--- src/sv/csc_pkg.sv ---
// Package for the CORDIC sine/cosine unit: widths, fold constants,
// the arctangent table and the stage record that flows down the cell chain.
// No dependencies.
package csc_pkg;

   localparam int ITERATIONS = 13;
   localparam int ANGLE_W    = 15;
   localparam int OUT_W      = 16;
   localparam int XY_W       = 18;
   localparam int Z_W        = 16;
   localparam int ATAN_W     = 13;
   localparam int SHIFT_W    = (ITERATIONS > 1) ? $clog2(ITERATIONS) : 1;

   localparam logic [ANGLE_W-1:0] QUARTER       = 15'd8192;
   localparam logic [ANGLE_W-1:0] HALF          = 15'd16384;
   localparam logic [ANGLE_W-1:0] THREE_QUARTER = 15'd24576;
   localparam logic [ANGLE_W-1:0] TURN_MAX      = 15'd32767;

   localparam logic signed [XY_W-1:0] START_LEN = 18'sd19898;
   localparam logic signed [XY_W-1:0] SAT_MAX   = 18'sd32767;
   localparam logic signed [XY_W-1:0] SAT_MIN   = -18'sd32768;

   localparam logic [ATAN_W-1:0] ATAN_TABLE [13] = '{
      13'd4096, 13'd2418, 13'd1277, 13'd648, 13'd326, 13'd163, 13'd81,
      13'd41, 13'd20, 13'd10, 13'd5, 13'd3, 13'd1
   };

   typedef struct packed {
      logic                   valid;
      logic signed [XY_W-1:0] x;
      logic signed [XY_W-1:0] y;
      logic signed [Z_W-1:0]  z;
      logic signed [Z_W-1:0]  target;
      logic                   neg_sin;
      logic                   neg_cos;
   } csc_stage_type;

endpackage

--- src/sv/csc_if.sv ---
// Valid/ready channel interfaces for the CORDIC sine/cosine unit.
// Depends on csc_pkg for the field widths.
interface csc_req_if;
   import csc_pkg::*;
   logic               valid;
   logic               ready;
   logic [ANGLE_W-1:0] angle;
   modport source (output valid, output angle, input ready);
   modport sink   (input valid, input angle, output ready);
endinterface

interface csc_rsp_if;
   import csc_pkg::*;
   logic                    valid;
   logic                    ready;
   logic signed [OUT_W-1:0] sine;
   logic signed [OUT_W-1:0] cosine;
   modport source (output valid, output sine, output cosine, input ready);
   modport sink   (input valid, input sine, input cosine, output ready);
endinterface

--- src/sv/csc_fold.sv ---
// Quadrant fold stage: maps the angle into the first quadrant and loads
// the start vector. Depends on csc_pkg.
module csc_fold
   import csc_pkg::*;
(
   input  logic               clock,
   input  logic               reset,
   input  logic               advance,
   input  logic               in_valid,
   input  logic [ANGLE_W-1:0] angle,
   output csc_stage_type      stage_out
);

   csc_stage_type stage_ff, stage_in;
   logic [Z_W-1:0] a_ext;

   always_comb begin
      a_ext = Z_W'(angle);
      stage_in         = '0;
      stage_in.valid   = in_valid;
      stage_in.x       = START_LEN;
      stage_in.y       = '0;
      stage_in.z       = '0;
      if (angle < QUARTER) begin
         stage_in.target = a_ext;
      end else if (angle < HALF) begin
         stage_in.target  = Z_W'(HALF) - a_ext;
         stage_in.neg_cos = 1'b1;
      end else if (angle < THREE_QUARTER) begin
         stage_in.target  = a_ext - Z_W'(HALF);
         stage_in.neg_sin = 1'b1;
         stage_in.neg_cos = 1'b1;
      end else begin
         // The mirror uses the full-scale code, one short of an exact turn.
         stage_in.target  = Z_W'(TURN_MAX) - a_ext;
         stage_in.neg_sin = 1'b1;
      end
   end

   always_ff @(posedge clock) begin
      if (reset) begin
         stage_ff.valid <= 1'b0;
      end else if (advance) begin
         stage_ff <= stage_in;
      end
   end

   assign stage_out = stage_ff;

endmodule

--- src/sv/csc_cell.sv ---
// One CORDIC rotation cell: a shift-add micro-rotation and a register.
// Depends on csc_pkg.
module csc_cell
   import csc_pkg::*;
(
   input  logic               clock,
   input  logic               reset,
   input  logic               advance,
   input  logic [SHIFT_W-1:0] shift_amt,
   input  logic [ATAN_W-1:0]  atan_step,
   input  csc_stage_type      stage_in,
   output csc_stage_type      stage_out
);

   csc_stage_type stage_ff, stage_nx_in;
   logic signed [XY_W-1:0] xs, ys;
   logic signed [Z_W-1:0]  step;

   always_comb begin
      // Arithmetic shifts round toward minus infinity.
      xs   = stage_in.x >>> shift_amt;
      ys   = stage_in.y >>> shift_amt;
      step = $signed(Z_W'(atan_step));
      stage_nx_in = stage_in;
      // Rotate positively only while the accumulated angle is below target.
      if (stage_in.z < stage_in.target) begin
         stage_nx_in.x = stage_in.x - ys;
         stage_nx_in.y = stage_in.y + xs;
         stage_nx_in.z = stage_in.z + step;
      end else begin
         stage_nx_in.x = stage_in.x + ys;
         stage_nx_in.y = stage_in.y - xs;
         stage_nx_in.z = stage_in.z - step;
      end
   end

   always_ff @(posedge clock) begin
      if (reset) begin
         stage_ff.valid <= 1'b0;
      end else if (advance) begin
         stage_ff <= stage_nx_in;
      end
   end

   assign stage_out = stage_ff;

endmodule

--- src/sv/csc_out.sv ---
// Output stage: restores the quadrant signs, saturates to Q15 and holds
// the result until it is taken. Depends on csc_pkg.
module csc_out
   import csc_pkg::*;
(
   input  logic                    clock,
   input  logic                    reset,
   input  csc_stage_type           stage_in,
   input  logic                    out_ready,
   output logic                    advance,
   output logic                    out_valid,
   output logic signed [OUT_W-1:0] sine,
   output logic signed [OUT_W-1:0] cosine
);

   logic                    valid_ff;
   logic signed [OUT_W-1:0] sine_ff, cosine_ff, sine_in, cosine_in;
   logic signed [XY_W-1:0]  ys, xs;

   function automatic logic signed [OUT_W-1:0] sat16(input logic signed [XY_W-1:0] v);
      logic signed [OUT_W-1:0] r;
      if (v > SAT_MAX) begin
         r = OUT_W'(SAT_MAX);
      end else if (v < SAT_MIN) begin
         r = OUT_W'(SAT_MIN);
      end else begin
         r = v[OUT_W-1:0];
      end
      return r;
   endfunction

   always_comb begin
      ys = stage_in.neg_sin ? -stage_in.y : stage_in.y;
      xs = stage_in.neg_cos ? -stage_in.x : stage_in.x;
      sine_in   = sat16(ys);
      cosine_in = sat16(xs);
   end

   assign advance = !valid_ff || out_ready;

   always_ff @(posedge clock) begin
      if (reset) begin
         valid_ff <= 1'b0;
      end else if (advance) begin
         valid_ff <= stage_in.valid;
      end
   end

   always_ff @(posedge clock) begin
      if (advance) begin
         sine_ff   <= sine_in;
         cosine_ff <= cosine_in;
      end
   end

   assign out_valid = valid_ff;
   assign sine      = sine_ff;
   assign cosine    = cosine_ff;

endmodule

--- src/sv/cordic_sine_cosine_unit.sv ---
// Top level of the CORDIC sine/cosine unit (rotation mode).
// Depends on csc_pkg, csc_if, csc_fold, csc_cell and csc_out.
//
//   Channel   Direction  Handshake          Payload
//   req_ch    in         valid / ready      angle  [14:0] unsigned, 32768 = full turn
//   rsp_ch    out        valid / ready      sine, cosine [15:0] signed Q15
//
// One request is taken every cycle unless a waiting response stalls the chain; each
// response passes through one fold stage, one cell per iteration and one sign and
// saturation stage.
// Reset is synchronous and active high; it clears only the valid bits.
// The whole chain moves together: when a response waits and rsp_ch.ready
// is low, every stage holds and req_ch.ready drops in the same cycle.
module cordic_sine_cosine_unit
   import csc_pkg::*;
(
   input  logic      clock,
   input  logic      reset,
   csc_req_if.sink   req_ch,
   csc_rsp_if.source rsp_ch
);

   // Stage 0 is the fold output; stage k+1 is the output of cell k.
   csc_stage_type stage [ITERATIONS+1];
   logic          advance;

   // A request enters whenever the chain moves, so ready equals advance.
   assign req_ch.ready = advance;

   csc_fold u_fold (
      .clock     (clock),
      .reset     (reset),
      .advance   (advance),
      .in_valid  (req_ch.valid),
      .angle     (req_ch.angle),
      .stage_out (stage[0])
   );

   // Each cell shifts by its own position and uses its own table entry.
   for (genvar i = 0; i < ITERATIONS; i++) begin : g_cell
      csc_cell u_cell (
         .clock     (clock),
         .reset     (reset),
         .advance   (advance),
         .shift_amt (SHIFT_W'(i)),
         .atan_step (ATAN_TABLE[i]),
         .stage_in  (stage[i]),
         .stage_out (stage[i+1])
      );
   end

   // The output stage owns the response register and decides when the
   // chain may move.
   csc_out u_out (
      .clock     (clock),
      .reset     (reset),
      .stage_in  (stage[ITERATIONS]),
      .out_ready (rsp_ch.ready),
      .advance   (advance),
      .out_valid (rsp_ch.valid),
      .sine      (rsp_ch.sine),
      .cosine    (rsp_ch.cosine)
   );

endmodule

--- src/flat_wrapper.sv ---
// flat-port wrapper written by rule: the top's interface ports become plain ports
module cordic_sine_cosine_unit_flat import csc_pkg::*;
  (clock, reset, req_ch_valid, req_ch_angle, req_ch_ready, rsp_ch_valid, rsp_ch_sine, rsp_ch_cosine, rsp_ch_ready);
  csc_req_if req_ch_i ();
  csc_rsp_if rsp_ch_i ();
  input  logic clock;
  input  logic reset;
  input wire logic [$bits(req_ch_i.valid)-1:0] req_ch_valid;
  input wire logic [$bits(req_ch_i.angle)-1:0] req_ch_angle;
  output wire logic [$bits(req_ch_i.ready)-1:0] req_ch_ready;
  output wire logic [$bits(rsp_ch_i.valid)-1:0] rsp_ch_valid;
  output wire logic [$bits(rsp_ch_i.sine)-1:0] rsp_ch_sine;
  output wire logic [$bits(rsp_ch_i.cosine)-1:0] rsp_ch_cosine;
  input wire logic [$bits(rsp_ch_i.ready)-1:0] rsp_ch_ready;
  assign req_ch_i.valid = req_ch_valid;
  assign req_ch_i.angle = req_ch_angle;
  assign req_ch_ready = req_ch_i.ready;
  assign rsp_ch_valid = rsp_ch_i.valid;
  assign rsp_ch_sine = rsp_ch_i.sine;
  assign rsp_ch_cosine = rsp_ch_i.cosine;
  assign rsp_ch_i.ready = rsp_ch_ready;
  cordic_sine_cosine_unit u_core (.clock(clock), .reset(reset), .req_ch(req_ch_i), .rsp_ch(rsp_ch_i));
endmodule
--- config.mk ---
export PLATFORM = sky130hd
export DESIGN_NAME = cordic_sine_cosine_unit_flat
export DESIGN_NICKNAME = d
export VERILOG_FILES = /design/src/sv/csc_pkg.sv /design/src/sv/csc_if.sv /design/src/sv/csc_fold.sv /design/src/sv/csc_cell.sv /design/src/sv/csc_out.sv /design/src/sv/cordic_sine_cosine_unit.sv /design/src/flat_wrapper.sv
export SDC_FILE = /design/constraint.sdc
export NUM_CORES = 2
export LEC_CHECK = 0
export BUFFER_PORTS_ARGS = -buffer_cell sky130_fd_sc_hd__buf_2
export CORE_MARGIN = 2
export CORE_UTILIZATION = 50
export CTS_CLUSTER_DIAMETER = 50
export DETAILED_ROUTE_END_ITERATION = 10
export GPL_ROUTABILITY_DRIVEN = 0
export PLACE_DENSITY = 0.65
export SLEW_MARGIN = 5
export SYNTH_ARGS = -nofsm -noshare
export SYNTH_HDL_FRONTEND = slang
export SYNTH_SLANG_ARGS = --single-unit
--- constraint.sdc ---
create_clock -name clock -period 89.5 [get_ports clock]
set_clock_uncertainty 0.1 [all_clocks]
set_input_delay 0 -clock clock [delete_from_list [all_inputs] [get_ports clock]]
set_output_delay 0 -clock clock [all_outputs]
set_load 0.005 [all_outputs]
### Word-level counts from Yosys, hierarchy flattened

Cells that the tools add are included.

* add/sub/neg operators: 77
* multiplexer cells: 22
* reduce and logical (&&, ||, !) cells: 4
* bitwise logic cells: 1
* $lt $le $gt $ge: 20

Operator list (number)
* $mux 52: 12
* $lt 16x16->1: 12
* $add 18x15->18: 3
* $sub 18x15->18: 3
* $mux 16: 3
* $add 18x10->18: 2
* $add 18x11->18: 2
* $add 18x12->18: 2
* $add 18x13->18: 2
* $add 18x14->18: 2
* $add 18x16->18: 2
* $add 18x6->18: 2
* $add 18x7->18: 2
* $add 18x8->18: 2
* $add 18x9->18: 2
* $gt 18x16->1 const B: 2
* $lt 18x16->1 const B: 2
* $mux 18: 2
* $neg 18->18: 2
* $sub 18x10->18: 2
* $sub 18x11->18: 2
* $sub 18x12->18: 2
* $sub 18x13->18: 2
* $sub 18x14->18: 2
* other kinds (45): 53

* flip-flop bits (word level): 940
* input bits: 19
* logic and storage cells: 221

### Logic depth before layout (Yosys ltp)

* depth after elaboration: 4
* depth in mapped cells: 25
* mapped depth without buffers: 23

### Cells and area by module

From an unflattened synthesis, not the netlist that was laid out.

* cells, all modules: 10488
* area, all modules: 102343.2 um^2

Modules (own cells, without submodules)
* csc_cell at u_core.g_cell[10].u_cell ...: area an instance 7608.5 um^2, cells each 787, sequential area each 2122.0 um^2, times used 8
* csc_cell at u_core.g_cell[1].u_cell: area an instance 7739.9 um^2, cells each 769, sequential area each 2122.0 um^2, times used 1
* csc_cell at u_core.g_cell[0].u_cell: area an instance 7707.4 um^2, cells each 766, sequential area each 2122.0 um^2, times used 1
* csc_cell at u_core.g_cell[12].u_cell: area an instance 7562.3 um^2, cells each 781, sequential area each 2122.0 um^2, times used 1
* csc_cell at u_core.g_cell[8].u_cell: area an instance 7533.5 um^2, cells each 761, sequential area each 2122.0 um^2, times used 1
* csc_cell at u_core.g_cell[9].u_cell: area an instance 7415.9 um^2, cells each 768, sequential area each 2122.0 um^2, times used 1
* csc_out: area an instance 2184.6 um^2, cells each 223, sequential area each 980.9 um^2, times used 1
* csc_fold: area an instance 1323.8 um^2, cells each 122, sequential area each 560.5 um^2, times used 1
* cordic_sine_cosine_unit: area an instance 7.5 um^2, cells each 2, sequential area each 0.0 um^2, times used 1

### Worst setup path before layout

No wires, ideal clock.

* path type: register to register
* from: register u_core.u_out.valid_ff (netlist: u_core.u_out.out_valid)
* to: register u_core.g_cell[0].u_cell.stage_ff, in the netlist u_core.g_cell[0].u_cell.stage_out[0] (enable)
* period minus slack after synthesis: 36.519 ns
* setup time: 2.017 ns
* arrival time: 34.401 ns
* cell stages (with the launch flop): 5
* setup slack: 52.981 ns
* cells stage by stage: dfxtp_1 nor2b_1 clkbuf_1 clkbuf_1 nor2_1

* cells in the longest elaborated chain, start to end: 3

Ends and longest elaborated chain
* start: declaration: line csc_out.sv:16 `logic valid_ff;`
* start signal: assignment: line csc_out.sv:45 `valid_ff <= stage_in.valid;`
* $logic_not 1->1: line csc_out.sv:39 `assign advance = !valid_ff || out_ready;`
* $logic_or 1x1->1: line csc_out.sv:39
* $reduce_and 2->1 (no line)
* end signal: assignment: line csc_cell.sv:41 `stage_ff <= stage_nx_in;`
* end: declaration: line csc_cell.sv:15 `csc_stage_type stage_ff, stage_nx_in;`

Every way passes these cells.
A chain may end at the register's enable or synchronous reset.

### Worst setup path after layout

* from: register u_core.u_out.valid_ff (netlist: u_core.u_out.out_valid)
* to: register u_core.g_cell[1].u_cell.stage_ff, in the netlist u_core.g_cell[1].u_cell.stage_out[7] (enable)

* cells in the longest elaborated chain, start to end: 3

Ends and longest elaborated chain (line)
* $logic_not 1->1: csc_out.sv:39
* $logic_or 1x1->1: csc_out.sv:39
* $reduce_and 2->1 (no line)
* end signal: assignment: csc_cell.sv:41
* end: declaration: csc_cell.sv:15

Every way passes these cells.

==> results.sh <==
export IMPL_antenna_found_initial=1
export IMPL_antenna_left=0
export IMPL_ys_seq_area_frac=0.435
export IMPL_slew_limit_headroom=0.328
export IMPL_drv_slew=0
export IMPL_syn2layout_area_growth_pct=10.9
export IMPL_ff2ff_path_depth=9
export IMPL_fmax_mhz=156
export IMPL_rows=126
export IMPL_end_kind="register"
export IMPL_dieArea_mm2=0.121
export IMPL_cpMaxStageDelayCell="buf_4"
export IMPL_path_max_fanout=75
export IMPL_cts_tree="built"
export IMPL_crit_top_cell="buf_4"
export IMPL_root_buffer="clkbuf_16"
export IMPL_core_area_mm2=0.118
export IMPL_cts_buffers=115
export IMPL_wl_per_cell_um=16.3
export IMPL_drtIter0Drc=1816
export IMPL_worstSkewPairLatency_ns=0.73
export IMPL_vias=40800
export IMPL_grt_max_degree=87
export IMPL_cts_sinks=860
export IMPL_holdCritStartpoint="reset"
export IMPL_async_reset_ff_frac=0
export IMPL_gr_usage_all_layers=0.203
export IMPL_rr_startpoint="u_core.u_out.out_valid"
export IMPL_finalHoldViolCount=0
export IMPL_synth_area_mm2=0.0590
export IMPL_worstHoldPathType="input pin to register"
export IMPL_synthDistinctLibCells=83
export IMPL_ys_ff_latch=860
export IMPL_postCtsSetupBuffers=0
export IMPL_finalCritPeriodShare=0.0715
export IMPL_fin_tns_setup_ns=0
export IMPL_wl_mm=122
export IMPL_path_buf_inv=7
export IMPL_synthesis_instances=5653
export IMPL_fill_cells=10000
export IMPL_hold_end="u_core.g_cell[1].u_cell.stage_out[70]"
export IMPL_grt_pass1_vias=40300
export IMPL_whs_path_depth=3
export IMPL_firstDrtPassIters=7
export IMPL_port_buffers=52
export IMPL_start_util=0.502
export IMPL_worst_slew_pin_transition_ns=1.01
export IMPL_synth_edf_count=845
export IMPL_setup_violations=0
export IMPL_slowest_delay_ns=0.84
export IMPL_rsz0062_at_grt="false"
export IMPL_clockBufferDepth=3
export IMPL_crit_chain="nor2b_1, nor2_4, buf_4, buf_4, buf_4, buf_4, buf_4, buf_4, buf_4"
export IMPL_reg2reg_slack_ns=83.10
export IMPL_via_per_inst=5.46
export IMPL_yosys_warnings=0
export IMPL_htree_num_levels=3
export IMPL_drive_gt1_frac=0.0609
export IMPL_path_class="register to register"
export IMPL_ios=53
export IMPL_die_y_um=347
export IMPL_antennaDiodeCount=0
export IMPL_postSynthAreaPerCell_um2=10.4
export IMPL_dpl_hpwl_mm=94.4
export IMPL_fp_dieW_um=347
export IMPL_crit_required_ns=89.76
export IMPL_crit_cells=9
export IMPL_outcome="finished clean"
export IMPL_min_period_ns=6.40
export IMPL_reg2reg_to="u_core.g_cell[1].u_cell.stage_out[7]"
export IMPL_nNetsFinal=6610
export IMPL_start_kind="register"
export IMPL_overflow=0
export IMPL_crit_family="buffers and inverters"
export IMPL_maxCapViolCount=0
export IMPL_grt_pass1_wl_mm=201
export IMPL_synthFlopType="edfxtp_1"
export IMPL_arrival_ns=6.65
export IMPL_post_route_drc_count=0
export IMPL_clk_pin_slew_ns=0.06
-- stage by stage --
step | hold slack (ns) | setup WS (ns) | util | area, um^2 | instances
floorplan | 0.0405 | 52.98 | - | 59000 | 5655
global placement | 0.150 | 82.97 | 0.520 | 61200 | 7202
detailed placement | 0.161 | 82.88 | 0.520 | 61200 | 7202
CTS | 0.0259 | 82.86 | 0.556 | 65400 | 7467
global route | 0.0924 | 82.47 | 0.556 | 65400 | 7467
finish | 0.104 | 83.10 | 0.556 | 65400 | 7467
-- logic make-up (layout without fill, tap and decap cells) --
family / after synthesis / after routing / share of synthesized area
AOI/OAI and AO/OA: 1257 / 1257 / 0.134
adders and majority gates: 760 / 760 / 0.166
and+or+nand+nor: 1466 / 1466 / 0.118
DFF: 860 / 860 / 0.435
muxes: 71 / 71 / 0.0126
xor gates and xnor gates: 650 / 650 / 0.0965
buffers and inverters: 588 / 864 / 0.0379
other: 1 / 3 / 0.0000636
-- metal layers --
layer,up-vias,share of wire,GRT usage
li1,20800,-,-
met1,19100,0.41,0.231
met2,600,0.52,0.383
met3,238,0.032,0.0290
met4,0,0.033,0.0716
met5,-,0,0
-- worst max-delay path by stage --
stage / end / startpoint / slack (ns)
floorplan: u_core.g_cell[0].u_cell.stage_out[0] / u_core.u_out.out_valid / 52.98
global placement: u_core.g_cell[2].u_cell.stage_out[22] / u_core.u_out.out_valid / 82.97
detailed placement: u_core.g_cell[1].u_cell.stage_out[2] / u_core.u_out.out_valid / 82.88
CTS: u_core.u_fold.stage_out[2] / u_core.u_out.out_valid / 82.86
global route: u_core.u_fold.stage_out[10] / u_core.u_out.out_valid / 82.47
finish: u_core.g_cell[1].u_cell.stage_out[7] / u_core.u_out.out_valid / 83.10
-- synth_stat cells, types with 8 or more instances --
cell	number	area, um^2
and2_1	9	56.3
dfxtp_1	15	300
and3_1	23	144
a21boi_0	66	495
a211o_1	10	87.6
nand2b_1	57	357
a41oi_1	15	131
a211oi_1	27	203
nand2_1	367	1380
nor2_1	465	1750
mux2i_1	46	460
xnor2_1	471	4130
or2_2	24	150
a31oi_1	40	250
o21ai_0	310	1550
o21a_1	50	375
a21oi_1	371	1860
a21o_1	104	781
o311ai_0	10	87.6
or4_1	15	113
edfxtp_1	845	25400
o211ai_1	18	135
xor2_1	179	1570
nor3b_1	10	75.1
mux2_2	25	282
clkbuf_1	59	221
nor4_1	32	200
or3_1	55	344
o31a_1	11	96.3
o21bai_1	48	360
o21ai_2	11	96.3
nor2b_1	106	663
o31ai_1	70	526
buf_1	8	30.0
clkinv_1	8	30.0
nor3_1	151	756
o41ai_1	32	280
nand3_1	87	435
inv_1	508	1910
fa_1	37	741
ha_1	723	9050
nand4_1	24	150
-- tightest hold or removal path, stage by stage --
cell and delay (ns):
dlygate4sd3_1 0.53, buf_2 0.22, a21oi_1 0.14
-- state kept, by name, summed over array words and instances (netlist names) --
name,cells
u_core.g_cell.u_cell.stage_out,808
u_core.u_fold.stage_out,19
u_core.u_out.cosine,16
u_core.u_out.sine,16
u_core.u_out.out_valid,1
-- cell type report --
| class | instances | area, um^2 | area share |
|---|---|---|---|
| inverters | 516 | 1940 | 0.0296 |
| flip-flops and latches | 860 | 25700 | 0.392 |
| well taps | 1536 | 1920 | 0.0294 |
| clock inverters | 86 | 801 | 0.0122 |
| clock buffers | 131 | 2980 | 0.0455 |
| multi-input cells | 4207 | 31100 | 0.476 |
| repair buffers | 131 | 973 | 0.0149 |
-- cells in the final DEF, fill, tap and decap left out, types with 15 or more instances in the layout --
cell type	count
edfxtp_1	845
ha_1	723
inv_1	507
xnor2_1	471
nor2_1	463
a21oi_1	371
nand2_1	367
o21ai_0	308
xor2_1	179
nor3_1	151
clkbuf_16	116
nor2b_1	106
a21o_1	104
nand3_1	87
o31ai_1	69
a21boi_0	66
nand2b_1	57
or3_1	55
buf_2	52
o21a_1	50
o21bai_1	48
dlygate4sd3_1	48
mux2i_1	44
a31oi_1	40
fa_1	37
nor4_1	32
o41ai_1	32
buf_4	31
clkinv_1	28
a211oi_1	27
mux2_2	25
nand4_1	24
or2_2	24
and3_1	23
o211ai_1	18
or4_1	15
a41oi_1	15
dfxtp_1	15
-- what timing repair did --
action                                  4_1_cts  5_1_grt
hold buffers                                 48        0
gates resized for setup                       0        0
hold endpoints to repair                     31        0
endpoints found under the setup margin        0        0
Power is not shown: default switching activity piles up to over one toggle a cycle in this logic, so the estimate is an artifact.
